[src/rtl/vgf_pkg.sv]
package vgf_pkg;

  // Color packing: four 8-bit channels, red in the low byte.
  localparam int NUM_CHAN  = 4;
  localparam int CHAN_W    = 8;
  localparam int COLOR_W   = NUM_CHAN * CHAN_W;

  // Signed per-row quotient of one channel, range -256..255.
  localparam int STEP_W    = CHAN_W + 1;

  // Fixed widths of the output position fields and the register port.
  localparam int POS_W     = 12;
  localparam int DIM_CFG_W = 13;
  localparam int CFG_IDX_W = 8;

  localparam logic [COLOR_W-1:0]   START_COLOR_RST  = '0;
  localparam logic [COLOR_W-1:0]   END_COLOR_RST    = '1;
  localparam logic [DIM_CFG_W-1:0] FRAME_DIM_RST    = DIM_CFG_W'(1);

  typedef enum logic [CFG_IDX_W-1:0] {
    REG_START_COLOR  = 8'd0,
    REG_END_COLOR    = 8'd1,
    REG_FRAME_WIDTH  = 8'd2,
    REG_FRAME_HEIGHT = 8'd3
  } vgf_reg_t;

  // Status from the step setup unit to the pixel generator.
  typedef struct packed {
    logic busy;
    logic load;
  } vgf_ctrl_t;

endpackage

[src/rtl/vgf_step_calc.sv]
// Per-channel row step setup. After reset or a write to a mapped register, each channel
// divides |end - start| by the frame height in a restoring divider, one
// quotient bit per cycle, all four channels side by side. The result is a
// floored signed quotient, a non-negative remainder and the row-0 color.
module vgf_step_calc #(
  parameter int MAX_DIM_BITS = 12
) (
  input  logic                                                   clk,
  input  logic                                                   rst_n,
  input  logic                                                   start,
  input  logic [vgf_pkg::COLOR_W-1:0]                            start_color,
  input  logic [vgf_pkg::COLOR_W-1:0]                            end_color,
  input  logic [MAX_DIM_BITS:0]                                  height,
  output vgf_pkg::vgf_ctrl_t                                     ctrl,
  output logic [vgf_pkg::NUM_CHAN-1:0][vgf_pkg::STEP_W-1:0]      step_q,
  output logic [vgf_pkg::NUM_CHAN-1:0][MAX_DIM_BITS-1:0]         step_m,
  output logic [vgf_pkg::COLOR_W-1:0]                            row0_color
);

  localparam int DW = MAX_DIM_BITS + 1;
  localparam int NC = vgf_pkg::NUM_CHAN;
  localparam int CW = vgf_pkg::CHAN_W;
  localparam int QW = vgf_pkg::STEP_W;
  localparam int COLOR_W_FIX = vgf_pkg::COLOR_W;
  localparam logic [3:0] CNT_LOAD  = 4'd0;
  localparam logic [3:0] CNT_FINAL = 4'(CW + 1);
  localparam logic [3:0] CNT_DONE  = 4'(CW + 2);

  logic                       busy_r;
  logic [3:0]                 cnt_r;
  logic [NC-1:0]              neg_r;
  logic [NC-1:0][CW-1:0]      dvd_r;
  logic [NC-1:0][DW-1:0]      rem_r;
  logic [NC-1:0][QW-1:0]      q_r;
  logic [NC-1:0][DW-2:0]      m_r;
  logic [COLOR_W_FIX-1:0]     row0_r;

  logic [NC-1:0]              neg_nxt;
  logic [NC-1:0][CW-1:0]      abs_nxt;
  logic [NC-1:0]              ge;
  logic [NC-1:0][DW-1:0]      rem_step;
  logic [NC-1:0][QW-1:0]      q_fin;
  logic [NC-1:0][DW-2:0]      m_fin;
  logic [COLOR_W_FIX-1:0]     row0_fin;
  logic                       in_iter;

  // Lane logic: operand setup, one restoring step, and the signed fixup.
  always_comb begin
    logic [CW:0]   diff;
    logic [CW:0]   diff_neg;
    logic [DW:0]   trial;
    logic [DW:0]   sub;
    logic [DW-1:0] m_full;
    logic          rem_nz;
    logic [9:0]    sum;
    for (int k = 0; k < NC; k++) begin
      diff       = {1'b0, end_color[k*CW +: CW]} - {1'b0, start_color[k*CW +: CW]};
      diff_neg   = (CW+1)'(0) - diff;
      neg_nxt[k] = diff[CW];
      abs_nxt[k] = diff[CW] ? diff_neg[CW-1:0] : diff[CW-1:0];

      trial       = {rem_r[k], dvd_r[k][CW-1]};
      sub         = trial - {1'b0, height};
      ge[k]       = (trial >= {1'b0, height});
      rem_step[k] = ge[k] ? sub[DW-1:0] : trial[DW-1:0];

      rem_nz = (rem_r[k] != '0);
      m_full = height - rem_r[k];
      if (neg_r[k]) begin
        q_fin[k] = QW'(0) - {1'b0, dvd_r[k]} - QW'(rem_nz);
        m_fin[k] = rem_nz ? m_full[DW-2:0] : '0;
      end else begin
        q_fin[k] = {1'b0, dvd_r[k]};
        m_fin[k] = rem_r[k][DW-2:0];
      end

      sum = {2'b00, start_color[k*CW +: CW]} + {q_fin[k][QW-1], q_fin[k]};
      if (sum[9]) begin
        row0_fin[k*CW +: CW] = '0;
      end else if (sum[8]) begin
        row0_fin[k*CW +: CW] = '1;
      end else begin
        row0_fin[k*CW +: CW] = sum[CW-1:0];
      end
    end
  end

  assign in_iter = busy_r && (cnt_r != CNT_LOAD) && (cnt_r < CNT_FINAL);

  // Sequencer: load, one step per quotient bit, finalize, hand over.
  always_ff @(posedge clk) begin
    if (!rst_n) begin
      busy_r <= 1'b1;
      cnt_r  <= CNT_LOAD;
    end else if (start) begin
      busy_r <= 1'b1;
      cnt_r  <= CNT_LOAD;
    end else if (busy_r) begin
      if (cnt_r == CNT_DONE) begin
        busy_r <= 1'b0;
      end else begin
        cnt_r <= cnt_r + 4'd1;
      end
    end
  end

  // Divider lanes and result registers.
  always_ff @(posedge clk) begin
    if (busy_r && cnt_r == CNT_LOAD) begin
      neg_r <= neg_nxt;
      dvd_r <= abs_nxt;
      rem_r <= '0;
    end else if (in_iter) begin
      for (int k = 0; k < NC; k++) begin
        dvd_r[k] <= {dvd_r[k][CW-2:0], ge[k]};
        rem_r[k] <= rem_step[k];
      end
    end
    if (busy_r && cnt_r == CNT_FINAL) begin
      q_r    <= q_fin;
      m_r    <= m_fin;
      row0_r <= row0_fin;
    end
  end

  assign ctrl.busy  = busy_r;
  assign ctrl.load  = busy_r && (cnt_r == CNT_DONE);
  assign step_q     = q_r;
  assign step_m     = m_r;
  assign row0_color = row0_r;

endmodule

[src/rtl/vgf_pixel_gen.sv]
// Pixel pipeline: an input register for the restart flag, then one pass of
// position and row-color stepping into the output register.
module vgf_pixel_gen #(
  parameter int MAX_DIM_BITS = 12
) (
  input  logic                                               clk,
  input  logic                                               rst_n,
  input  vgf_pkg::vgf_ctrl_t                                 ctrl,
  input  logic [vgf_pkg::NUM_CHAN-1:0][vgf_pkg::STEP_W-1:0]  step_q,
  input  logic [vgf_pkg::NUM_CHAN-1:0][MAX_DIM_BITS-1:0]     step_m,
  input  logic [vgf_pkg::COLOR_W-1:0]                        row0_color,
  input  logic [MAX_DIM_BITS:0]                              width,
  input  logic [MAX_DIM_BITS:0]                              height,
  input  logic                                               in_valid,
  output logic                                               in_stall,
  input  logic                                               in_restart,
  output logic                                               out_valid,
  input  logic                                               out_stall,
  output logic [vgf_pkg::COLOR_W-1:0]                        out_pixel_rgba,
  output logic [vgf_pkg::POS_W-1:0]                          out_column,
  output logic [vgf_pkg::POS_W-1:0]                          out_row,
  output logic                                               out_frame_end
);

  localparam int P  = MAX_DIM_BITS;
  localparam int NC = vgf_pkg::NUM_CHAN;
  localparam int CW = vgf_pkg::CHAN_W;
  localparam int QW = vgf_pkg::STEP_W;
  localparam int PW = vgf_pkg::POS_W;
  localparam int XW = (P > PW) ? P : PW;

  logic                          s1_valid_r;
  logic                          s1_restart_r;
  logic [P-1:0]                  col_r, col_nxt;
  logic [P-1:0]                  row_r, row_nxt;
  logic [vgf_pkg::COLOR_W-1:0]   color_r, color_nxt;
  logic [NC-1:0][P-1:0]          rem_r, rem_nxt;
  logic                          out_valid_r;
  logic [vgf_pkg::COLOR_W-1:0]   out_pixel_r;
  logic [PW-1:0]                 out_col_r;
  logic [PW-1:0]                 out_row_r;
  logic                          out_end_r;

  logic                          adv;
  logic                          fire;
  logic                          in_accept;
  logic [P-1:0]                  cur_col, cur_row;
  logic [vgf_pkg::COLOR_W-1:0]   cur_color, step_color;
  logic [NC-1:0][P-1:0]          cur_rem, step_rem;
  logic                          last_col, last_row;
  logic [XW-1:0]                 col_ext, row_ext;

  assign adv       = !out_valid_r || !out_stall;
  assign fire      = s1_valid_r && adv;
  assign in_stall  = ctrl.busy || (s1_valid_r && !adv);
  assign in_accept = in_valid && !in_stall;

  // Position and color of the pixel in flight; restart begins a new frame.
  always_comb begin
    if (s1_restart_r) begin
      cur_col   = '0;
      cur_row   = '0;
      cur_color = row0_color;
      cur_rem   = step_m;
    end else begin
      cur_col   = col_r;
      cur_row   = row_r;
      cur_color = color_r;
      cur_rem   = rem_r;
    end
    last_col = (({1'b0, cur_col} + (P+1)'(1)) >= width);
    last_row = (({1'b0, cur_row} + (P+1)'(1)) >= height);
    col_ext  = XW'(cur_col);
    row_ext  = XW'(cur_row);
  end

  // One row step per channel: add quotient and remainder, carry on wrap.
  always_comb begin
    logic [P:0]  rsum;
    logic [P:0]  rsub;
    logic        carry;
    logic [10:0] csum;
    for (int k = 0; k < NC; k++) begin
      rsum        = {1'b0, cur_rem[k]} + {1'b0, step_m[k]};
      rsub        = rsum - height;
      carry       = (rsum >= height);
      step_rem[k] = carry ? rsub[P-1:0] : rsum[P-1:0];
      csum        = {3'b000, cur_color[k*CW +: CW]} + {{2{step_q[k][QW-1]}}, step_q[k]}
                    + 11'(carry);
      if (csum[10]) begin
        step_color[k*CW +: CW] = '0;
      end else if (csum[9:8] != 2'b00) begin
        step_color[k*CW +: CW] = '1;
      end else begin
        step_color[k*CW +: CW] = csum[CW-1:0];
      end
    end
  end

  // Next frame state after the pixel in flight.
  always_comb begin
    col_nxt   = col_r;
    row_nxt   = row_r;
    color_nxt = color_r;
    rem_nxt   = rem_r;
    if (ctrl.load) begin
      col_nxt   = '0;
      row_nxt   = '0;
      color_nxt = row0_color;
      rem_nxt   = step_m;
    end else if (fire) begin
      if (!last_col) begin
        col_nxt   = cur_col + P'(1);
        row_nxt   = cur_row;
        color_nxt = cur_color;
        rem_nxt   = cur_rem;
      end else if (!last_row) begin
        col_nxt   = '0;
        row_nxt   = cur_row + P'(1);
        color_nxt = step_color;
        rem_nxt   = step_rem;
      end else begin
        col_nxt   = '0;
        row_nxt   = '0;
        color_nxt = row0_color;
        rem_nxt   = step_m;
      end
    end
  end

  // Frame state registers.
  always_ff @(posedge clk) begin
    if (!rst_n) begin
      col_r <= '0;
      row_r <= '0;
    end else begin
      col_r <= col_nxt;
      row_r <= row_nxt;
    end
    color_r <= color_nxt;
    rem_r   <= rem_nxt;
  end

  // Input register.
  always_ff @(posedge clk) begin
    if (!rst_n) begin
      s1_valid_r <= 1'b0;
    end else if (!s1_valid_r || adv) begin
      s1_valid_r <= in_accept;
    end
    if (in_accept) begin
      s1_restart_r <= in_restart;
    end
  end

  // Output register.
  always_ff @(posedge clk) begin
    if (!rst_n) begin
      out_valid_r <= 1'b0;
    end else if (adv) begin
      out_valid_r <= s1_valid_r;
    end
    if (fire) begin
      out_pixel_r <= cur_color;
      out_col_r   <= col_ext[PW-1:0];
      out_row_r   <= row_ext[PW-1:0];
      out_end_r   <= last_col && last_row;
    end
  end

  assign out_valid      = out_valid_r;
  assign out_pixel_rgba = out_pixel_r;
  assign out_column     = out_col_r;
  assign out_row        = out_row_r;
  assign out_frame_end  = out_end_r;

endmodule

[src/rtl/vertical_gradient_fill.sv]
// Vertical RGBA8 gradient generator. Each accepted word on the input channel
// yields one pixel in raster order, with its column, row and a flag on the
// last pixel of the frame; every pixel of row y carries start + floor((y+1) *
// (end - start) / height) per channel, stepped exactly with per-channel
// remainders. The block takes one word per clock while in_stall is low and
// delivers each pixel through an input register and an output register.
// After reset and after every write to a mapped register the block holds
// in_stall high while four bit-serial dividers, one per channel and one
// quotient bit per cycle each, work out the per-row step; such a write also
// restarts the frame. A width or height of 0 acts as 1 and one above
// 2**MAX_DIM_BITS acts as 2**MAX_DIM_BITS. cfg_ready is always high.
module vertical_gradient_fill #(
  parameter int MAX_DIM_BITS = 12
) (
  input  logic                               clk,
  input  logic                               rst_n,
  input  logic                               cfg_valid,
  output logic                               cfg_ready,
  input  logic [vgf_pkg::CFG_IDX_W-1:0]      cfg_index,
  input  logic [vgf_pkg::COLOR_W-1:0]        cfg_wdata,
  input  logic                               in_valid,
  output logic                               in_stall,
  input  logic                               in_restart,
  output logic                               out_valid,
  input  logic                               out_stall,
  output logic [vgf_pkg::COLOR_W-1:0]        out_pixel_rgba,
  output logic [vgf_pkg::POS_W-1:0]          out_column,
  output logic [vgf_pkg::POS_W-1:0]          out_row,
  output logic                               out_frame_end
);

  localparam int P  = MAX_DIM_BITS;
  localparam int DC = vgf_pkg::DIM_CFG_W;
  localparam int EW = (P + 1 > DC) ? P + 1 : DC;

  logic [vgf_pkg::COLOR_W-1:0]  start_color_r;
  logic [vgf_pkg::COLOR_W-1:0]  end_color_r;
  logic [DC-1:0]                frame_width_r;
  logic [DC-1:0]                frame_height_r;
  logic                         cfg_hit;
  logic                         cfg_wr;
  logic [P:0]                   width_eff;
  logic [P:0]                   height_eff;
  vgf_pkg::vgf_ctrl_t           ctrl;
  logic [vgf_pkg::NUM_CHAN-1:0][vgf_pkg::STEP_W-1:0] step_q;
  logic [vgf_pkg::NUM_CHAN-1:0][P-1:0]               step_m;
  logic [vgf_pkg::COLOR_W-1:0]  row0_color;

  // Clamp a programmed dimension to 1..2**MAX_DIM_BITS.
  function automatic logic [P:0] eff_dim(input logic [DC-1:0] v);
    logic [EW-1:0] ve;
    logic [EW-1:0] lim;
    logic [EW-1:0] res;
    ve  = EW'(v);
    lim = EW'(1) << P;
    if (ve == '0) begin
      res = EW'(1);
    end else if (ve > lim) begin
      res = lim;
    end else begin
      res = ve;
    end
    return res[P:0];
  endfunction

  assign cfg_ready  = 1'b1;
  assign cfg_wr     = cfg_valid && cfg_ready;
  assign width_eff  = eff_dim(frame_width_r);
  assign height_eff = eff_dim(frame_height_r);

  // Register decode.
  always_comb begin
    case (cfg_index)
      vgf_pkg::REG_START_COLOR,
      vgf_pkg::REG_END_COLOR,
      vgf_pkg::REG_FRAME_WIDTH,
      vgf_pkg::REG_FRAME_HEIGHT: cfg_hit = 1'b1;
      default:                   cfg_hit = 1'b0;
    endcase
  end

  // Configuration registers.
  always_ff @(posedge clk) begin
    if (!rst_n) begin
      start_color_r  <= vgf_pkg::START_COLOR_RST;
      end_color_r    <= vgf_pkg::END_COLOR_RST;
      frame_width_r  <= vgf_pkg::FRAME_DIM_RST;
      frame_height_r <= vgf_pkg::FRAME_DIM_RST;
    end else if (cfg_wr) begin
      case (cfg_index)
        vgf_pkg::REG_START_COLOR:  start_color_r  <= cfg_wdata;
        vgf_pkg::REG_END_COLOR:    end_color_r    <= cfg_wdata;
        vgf_pkg::REG_FRAME_WIDTH:  frame_width_r  <= cfg_wdata[DC-1:0];
        vgf_pkg::REG_FRAME_HEIGHT: frame_height_r <= cfg_wdata[DC-1:0];
        default: ;
      endcase
    end
  end

  vgf_step_calc #(
    .MAX_DIM_BITS (MAX_DIM_BITS)
  ) u_step_calc (
    .clk         (clk),
    .rst_n       (rst_n),
    .start       (cfg_wr && cfg_hit),
    .start_color (start_color_r),
    .end_color   (end_color_r),
    .height      (height_eff),
    .ctrl        (ctrl),
    .step_q      (step_q),
    .step_m      (step_m),
    .row0_color  (row0_color)
  );

  vgf_pixel_gen #(
    .MAX_DIM_BITS (MAX_DIM_BITS)
  ) u_pixel_gen (
    .clk            (clk),
    .rst_n          (rst_n),
    .ctrl           (ctrl),
    .step_q         (step_q),
    .step_m         (step_m),
    .row0_color     (row0_color),
    .width          (width_eff),
    .height         (height_eff),
    .in_valid       (in_valid),
    .in_stall       (in_stall),
    .in_restart     (in_restart),
    .out_valid      (out_valid),
    .out_stall      (out_stall),
    .out_pixel_rgba (out_pixel_rgba),
    .out_column     (out_column),
    .out_row        (out_row),
    .out_frame_end  (out_frame_end)
  );

endmodule

[config.mk]
export PLATFORM = sky130hd
export DESIGN_NAME = vertical_gradient_fill
export DESIGN_NICKNAME = d
export VERILOG_FILES = /design/src/rtl/vgf_pkg.sv /design/src/rtl/vgf_step_calc.sv /design/src/rtl/vgf_pixel_gen.sv /design/src/rtl/vertical_gradient_fill.sv
export SDC_FILE = /design/constraint.sdc
export NUM_CORES = 2
export LEC_CHECK = 0
export ABC_AREA = 1
export BUFFER_PORTS_ARGS = -buffer_cell sky130_fd_sc_hd__buf_2
export CAP_MARGIN = 40
export CORE_ASPECT_RATIO = 0.8
export CORE_MARGIN = 3
export CORE_UTILIZATION = 65
export CTS_CLUSTER_DIAMETER = 40
export DETAILED_ROUTE_END_ITERATION = 8
export GPL_ROUTABILITY_DRIVEN = 0
export PLACE_DENSITY = 0.83
export SYNTH_ARGS = -nofsm -noshare
export SYNTH_HDL_FRONTEND = slang
export SYNTH_SLANG_ARGS = --single-unit
[constraint.sdc]
create_clock -name clk -period 6.7 [get_ports clk]
set_input_delay 1.005 -clock clk [delete_from_list [all_inputs] [get_ports clk]]
set_output_delay 1.005 -clock clk [all_outputs]
set_load 0.02 [all_outputs]
# Word level (Yosys, flattened, before mapping)
# Index checks and enable logic that the tools add are counted.
[word_totals]
register_bits = 463
latchBits = 0
mem_bits_rw = 0
mem_bits_ro = 0
inputBits = 46
out_inout_bits = 60
elab_cells = 211
mem_count = 0
[classes]
n_addsub = 49
multipliers = 0
n_div = 0
magnitude_cmp = 13
eq_ne = 5
shift = 0
muxes = 60
bitwise = 2
reduce_logical = 41
[op_table]
columns = ["cell", "count"]
rows = [
  ["2-to-1 mux 48 bit", 5],
  ["2-to-1 mux 32 bit", 7],
  ["2-to-1 mux 12 bit", 17],
  ["2-to-1 mux 8 bit", 16],
  ["2-to-1 mux 13 bit", 8],
  ["subtractor 12 bit", 8],
  ["adder 9 x 9 -> 10 bit", 8],
  ["greater-or-equal comparator 13 bit", 6],
  ["greater-or-equal comparator 14 x 13 -> 1 bit", 4],
  ["adder 12 x 12 -> 13 bit", 4],
  ["nonzero test 13 bit", 4],
  ["subtractor 13 bit", 4],
  ["adder 11 x 1 -> 11 bit", 4],
  ["2-to-1 mux 9 bit", 4],
  ["subtractor 1 x 8 -> 9 bit (first input constant)", 4],
  ["subtractor 8 x 8 -> 9 bit", 4],
  ["subtractor 9 x 1 -> 9 bit", 4],
  ["subtractor 1 x 8 -> 8 bit (first input constant)", 4],
  ["adder 12 x 1 -> 13 bit (second input constant)", 2],
  ["> comparator 13 bit (second input constant)", 2],
  ["zero test 13 bit", 2],
  ["adder 12 x 1 -> 12 bit (second input constant)", 2],
  ["== test 8 x 2 -> 1 bit (second input constant)", 2],
  ["nonzero test 2 bit", 6],
  ["other kinds (15)", 39],
]

# Logic depth before layout (Yosys ltp)
[depth]
depth_word = 12
ltp_mapped = 39
depth_no_buf = 36

# Cells and area by module
# A second synthesis with hierarchy kept.
[unflattened]
cells_unflattened = 5611
area_unflattened_um2 = 39501.6
[modules_own_cells]
columns = ["module", "instances", "cells_per_inst", "area_each_um2", "seq_area_each_um2"]
rows = [
  ["vgf_step_calc", 1, 2734, 19229.7, 5705.5],
  ["vgf_pixel_gen", 1, 2298, 16288.1, 4664.5],
  ["vertical_gradient_fill", 1, 579, 3983.8, 1801.7],
]

# Worst setup path after synthesis
# OpenSTA, ideal clock, no wires.
[synth_timing]
path_type = "register to register"
startpoint = "register u_step_calc.cnt_r[1]"
endpoint = "register u_step_calc.row0_r[0] (netlist: u_step_calc.row0_color[0]), enable pin"
t_arrival_ns = 5.471
path_slack_ns = 0.635
path_stages_with_launch = 5
path_buffers = 0
period_less_slack_ns = 6.065
path_cell_list = "dfxtp_1 -> inv_1 -> ha_1 -> nand2_1 -> nor2_1"
[synth_between]
elab_chain_cells = 2
[synth_lines]
columns = ["element", "line", "rtl"]
rows = [
  ["start, declared", "vgf_step_calc.sv:30", "logic [3:0] cnt_r;"],
  ["start signal, assigned", "vgf_step_calc.sv:102", "cnt_r <= cnt_r + 4'd1;"],
  ["== test 4 bit", "vgf_step_calc.sv:119", "if (busy_r && cnt_r == CNT_FINAL) begin"],
  ["logical AND 1 bit", "vgf_step_calc.sv:119", ""],
  ["end signal, assigned", "vgf_step_calc.sv:122", "row0_r <= row0_fin;"],
  ["end, declared", "vgf_step_calc.sv:36", "logic [COLOR_W_FIX-1:0] row0_r;"],
]
# No other way between the ends.
# A chain may end at the register's enable or synchronous reset.

# Worst setup path in the final report
[layout_timing]
startpoint = "register u_pixel_gen.s1_restart_r"
endpoint = "register u_pixel_gen.color_r[18] in the netlist's numbering (data pin)"
[layout_between]
elab_chain_cells = 11
elab_cells_between_ends = 19
cone_classes = "5 x add/sub; 3 x order compare; 10 x mux; 1 x reduce/logical"
[layout_lines]
columns = ["element", "line", "rtl"]
rows = [
  ["start, declared", "vgf_pixel_gen.sv:33", "logic s1_restart_r;"],
  ["start signal, assigned", "vgf_pixel_gen.sv:152", "s1_restart_r <= in_restart;"],
  ["2-to-1 mux 48 bit", "vgf_pixel_gen.sv:60", "if (s1_restart_r) begin"],
  ["adder 12 x 12 -> 13 bit", "vgf_pixel_gen.sv:84", "rsum = {1'b0, cur_rem[k]} + {1'b0, step_m[k]};"],
  ["greater-or-equal comparator 13 bit", "vgf_pixel_gen.sv:86", "carry = (rsum >= height);"],
  ["adder 11 x 1 -> 11 bit", "vgf_pixel_gen.sv:89", "+ 11'(carry);"],
  ["nonzero test 2 bit", "vgf_pixel_gen.sv:92", "end else if (csum[9:8] != 2'b00) begin"],
  ["2-to-1 mux 8 bit", "vgf_pixel_gen.sv:92", ""],
  ["2-to-1 mux 8 bit", "vgf_pixel_gen.sv:90", "if (csum[10]) begin"],
  ["2-to-1 mux 32 bit", "vgf_pixel_gen.sv:117", "end else if (!last_row) begin"],
  ["2-to-1 mux 32 bit (*)", "vgf_pixel_gen.sv:112", "if (!last_col) begin"],
  ["2-to-1 mux 32 bit (*)", "vgf_pixel_gen.sv:111", "end else if (fire) begin"],
  ["2-to-1 mux 32 bit (*)", "vgf_pixel_gen.sv:106", "if (ctrl.load) begin"],
  ["via u_pixel_gen.color_nxt (one bit)", "vgf_pixel_gen.sv:36", "logic [vgf_pkg::COLOR_W-1:0] color_r, color_nxt;"],
  ["end signal, assigned", "vgf_pixel_gen.sv:140", "color_r <= color_nxt;"],
  ["end, declared", "vgf_pixel_gen.sv:36", ""],
]
# Mark *: on every way through the listed nets, which the timed path passes. The rest lies on a longest branch. The select of a mux whose other input is x is not followed.

==> reports/metrics.cfg <==
[timing]
finalSetupViolCount=0
hold_violations=0
fin_crit_sh=0.828
worst_pin_slew_ns=0.947
finalCriticalPeriod_ns=5.55
worst_slack_ns=1.15
clock.fmax_ghz=0.180
rsz0062_at_grt=false
skew_ns=0.0310
slew_violations=0
slew_headroom=0.363
fin_tns_setup_ns=0

[finish]
nets=5689
area_delta_synth_final_pct=10.5
nFillCells=4426
drive_gt1_frac=0.0719

[detailed_routing]
wl_met3_um=11600
drt_iter0_markers=3929
ant_nets=0
vias=36000
via_per_inst=5.94
drt_first_pass_iters=6
wl_per_cell_um=17.4
dr_wl_met2_um=44200
top_layer_used=met4
drcViolationCount=0
wl_um=105000
drt-met1-wl_um=45700

[floorplan]
die_area_sq_um=61200
die_h_um=222
initial_utilization=0.663
die_x_um=276
io_pins=106
core-area_sq_um=57100
core.rowCount=78

[placement]
dp_hpwl_um=76400
place_ws_ns=1.26
portBuffers=104

[clocking]
cts_tree=done
cts_buffers=72
postCtsHoldBufs=0
insertion_delay_ns=0.63
cts_max_level=3
cts-root-buf=clkbuf_16
clk_pin_slew_ns=0.06
cts.sinks=463
post-cts-setup-buffers=0
clk_path_buf_depth=3
cts.repair.resized=0

[synthesis]
ys_types=60
yosysTopAreaCellShare=0.230
seq_area_frac_synth=0.322
ys.flop_type=edfxtp_1
yosysWarningCount=0
netlist_top_cells_area=edfxtp_1 23%, ha_1 12%, nand2_1 11%
yosys.area.top_type=edfxtp_1
synth_cells=5139
syn-num-nets=5590
synth.cell_area_sq_um=37800
synth_edf_count=290
async_flop_share=0
syn_area_per_cell_sq_um=7.36
ys_seq_elements=463

[setup_path]
path_class=flip-flop to flip-flop
start_kind=flip-flop
reg2reg_slack_ns=1.15
endpoint_kind=flip-flop
crit_family=adder cells
crit_path_frequent_cell=nand2_1
worst_r2r_endpoint=u_pixel_gen.color_r[18]$_DFFE_PP_
worstPathRequired_ns=7.07
crit_path_top_delay_cell=edfxtp_1
cp_max_fo=45
r2r-start=u_pixel_gen.s1_restart_r$_DFFE_PP_
critical_path_buf_inv_count=4
worstPathArrival_ns=5.92
slowest_delay_ns=0.47
reg2regPathDepth=26

[grt]
grt_pass1_wl_um=167000
grt_max_degree=94
overflow=0
grt_usage=0.338
antenna_found_initial=2
grt_pass1_vias=32600

[power]
finalPower_mw=13.4
p_per_area_nw_per_um2=320
ir_worst_vdd_mv=0.385
p_leak_nw=19.7

[hold_path]
hold_depth=2
worstHoldStart=u_pixel_gen.row_r[10]$_SDFFE_PP0P_
min_to=u_pixel_gen.row_r[10]$_SDFFE_PP0P_
hold_path_class=flip-flop to flip-flop

[run_status]
run_status=completed

[job]
max_cap_violations=0

layout make-up:
class	instances	area [sq um]	area share
repair buffers	166	1080	0.0258
flip-flops and latches	463	12200	0.291
well taps	760	951	0.0227
inverters	700	2630	0.0629
multi-input cells	3835	22500	0.537
clock buffers	89	1970	0.0471
clock inverters	45	556	0.0133
diodes	2	5.00	0.000120
cell families (layout without fill, tap and decap cells):
logic type,Yosys count,count (layout),synth area share
xor gates and xnor gates,222,222,0.0516
DFF,463,463,0.322
AOI/OAI and AO/OA,1196,1196,0.175
and+or+nand+nor,2011,2011,0.227
adders and majority gates,405,405,0.139
buffers and inverters,841,1000,0.0860
other,1,3,0.0000991
worst min-delay path, delay by kind of cell (launching register included):
family / cells / cell delay (ns)
compound gates: 1 / 0.06
flops: 1 / 0.31
simple gates: 1 / 0.06
per-layer routing:
| metal | up-vias | GRT usage |
|---|---|---|
| met4 | 0 | 0.122 |
| met3 | 251 | 0.0717 |
| li1 | 17700 | - |
| met1 | 16400 | 0.481 |
| met2 | 1702 | 0.506 |
| met5 | - | 0 |
power breakdown:
group / internal (mW) / leakage (nW) / switching, mW
Clock: 2.40 / 1.23 / 1.53
Sequential: 3.40 / 4.04 / 0.246
Combinational: 2.16 / 14.4 / 3.64
Total: 7.95 / 19.7 / 5.42
state kept, by name, summed over array words and instances, names as in the netlist, 12 cells and up:
register,count
u_step_calc.rem_r,52
u_pixel_gen.rem_r,48
u_step_calc.step_m,48
u_step_calc.step_q,36
end_color_r,32
start_color_r,32
u_pixel_gen.color_r,32
u_pixel_gen.out_pixel_rgba,32
u_step_calc.dvd_r,32
u_step_calc.row0_color,32
frame_height_r,13
frame_width_r,13
u_pixel_gen.col_r,12
u_pixel_gen.out_column,12
u_pixel_gen.out_row,12
u_pixel_gen.row_r,12
synth_stat cells, types with 19 or more instances:
library cell	instances
nand4_1	95
or2_2	33
o21ai_1	19
o22ai_1	27
edfxtp_1	290
nor2_1	383
nor3_1	62
ha_1	377
fa_1	28
o21bai_1	33
buf_2	24
xnor2_1	84
o21ai_0	330
nand3b_1	19
nand2_1	1106
nand3_1	259
a21o_1	39
a21oi_1	611
dfxtp_1	173
clkbuf_1	96
xor2_1	137
o211ai_1	56
inv_1	691
cell usage in the layout, fill, tap and decap left out, types with 27 or more instances in the layout:
cell type / netlist / layout
or2_2: 33 / 33
o22ai_1: 27 / 27
inv_1: 691 / 689
xor2_1: 137 / 137
nor3_1: 62 / 62
o21bai_1: 33 / 33
nand3_1: 259 / 259
buf_2: 24 / 106
fa_1: 28 / 28
dfxtp_1: 173 / 173
nand2_1: 1106 / 1105
clkbuf_16: 0 / 75
buf_4: 2 / 52
a21o_1: 39 / 39
ha_1: 377 / 377
o211ai_1: 56 / 56
nor2_1: 383 / 378
edfxtp_1: 290 / 290
nand4_1: 95 / 95
a21oi_1: 611 / 611
o21ai_0: 330 / 330
xnor2_1: 84 / 84
through the flow:
step	hold WS [ns]	utilization	std cells	cell area, sq um
after floorplan	0.436	-	5139	37800
after detailed placement	0.460	0.688	5923	39300
after global routing	0.486	0.732	6058	41800
final	0.471	0.733	6060	41800
after global placement	0.451	0.685	5913	39100
after CTS	0.468	0.732	6057	41800
worst max path at each step:
stage / from / endpoint / slack (ns) / cells past startpoint
finish: u_pixel_gen.s1_restart_r$_DFFE_PP_ / u_pixel_gen.color_r[18]$_DFFE_PP_ / 1.15 / 26
floorplan: u_step_calc.cnt_r[1]$_SDFFE_PP0P_ / u_step_calc.row0_color[0]$_SDFFCE_PP0P_ / 0.63 / 4
CTS: u_pixel_gen.s1_restart_r$_DFFE_PP_ / u_pixel_gen.color_r[18]$_DFFE_PP_ / 1.25 / 26
detailed placement: u_pixel_gen.s1_restart_r$_DFFE_PP_ / u_pixel_gen.color_r[18]$_DFFE_PP_ / 1.26 / 26
global route: u_pixel_gen.s1_restart_r$_DFFE_PP_ / u_pixel_gen.color_r[18]$_DFFE_PP_ / 0.71 / 26
global placement: u_pixel_gen.s1_restart_r$_DFFE_PP_ / u_pixel_gen.color_r[19]$_DFFE_PP_ / 1.45 / 26
Note: power is estimated with default switching activity, not from simulation.
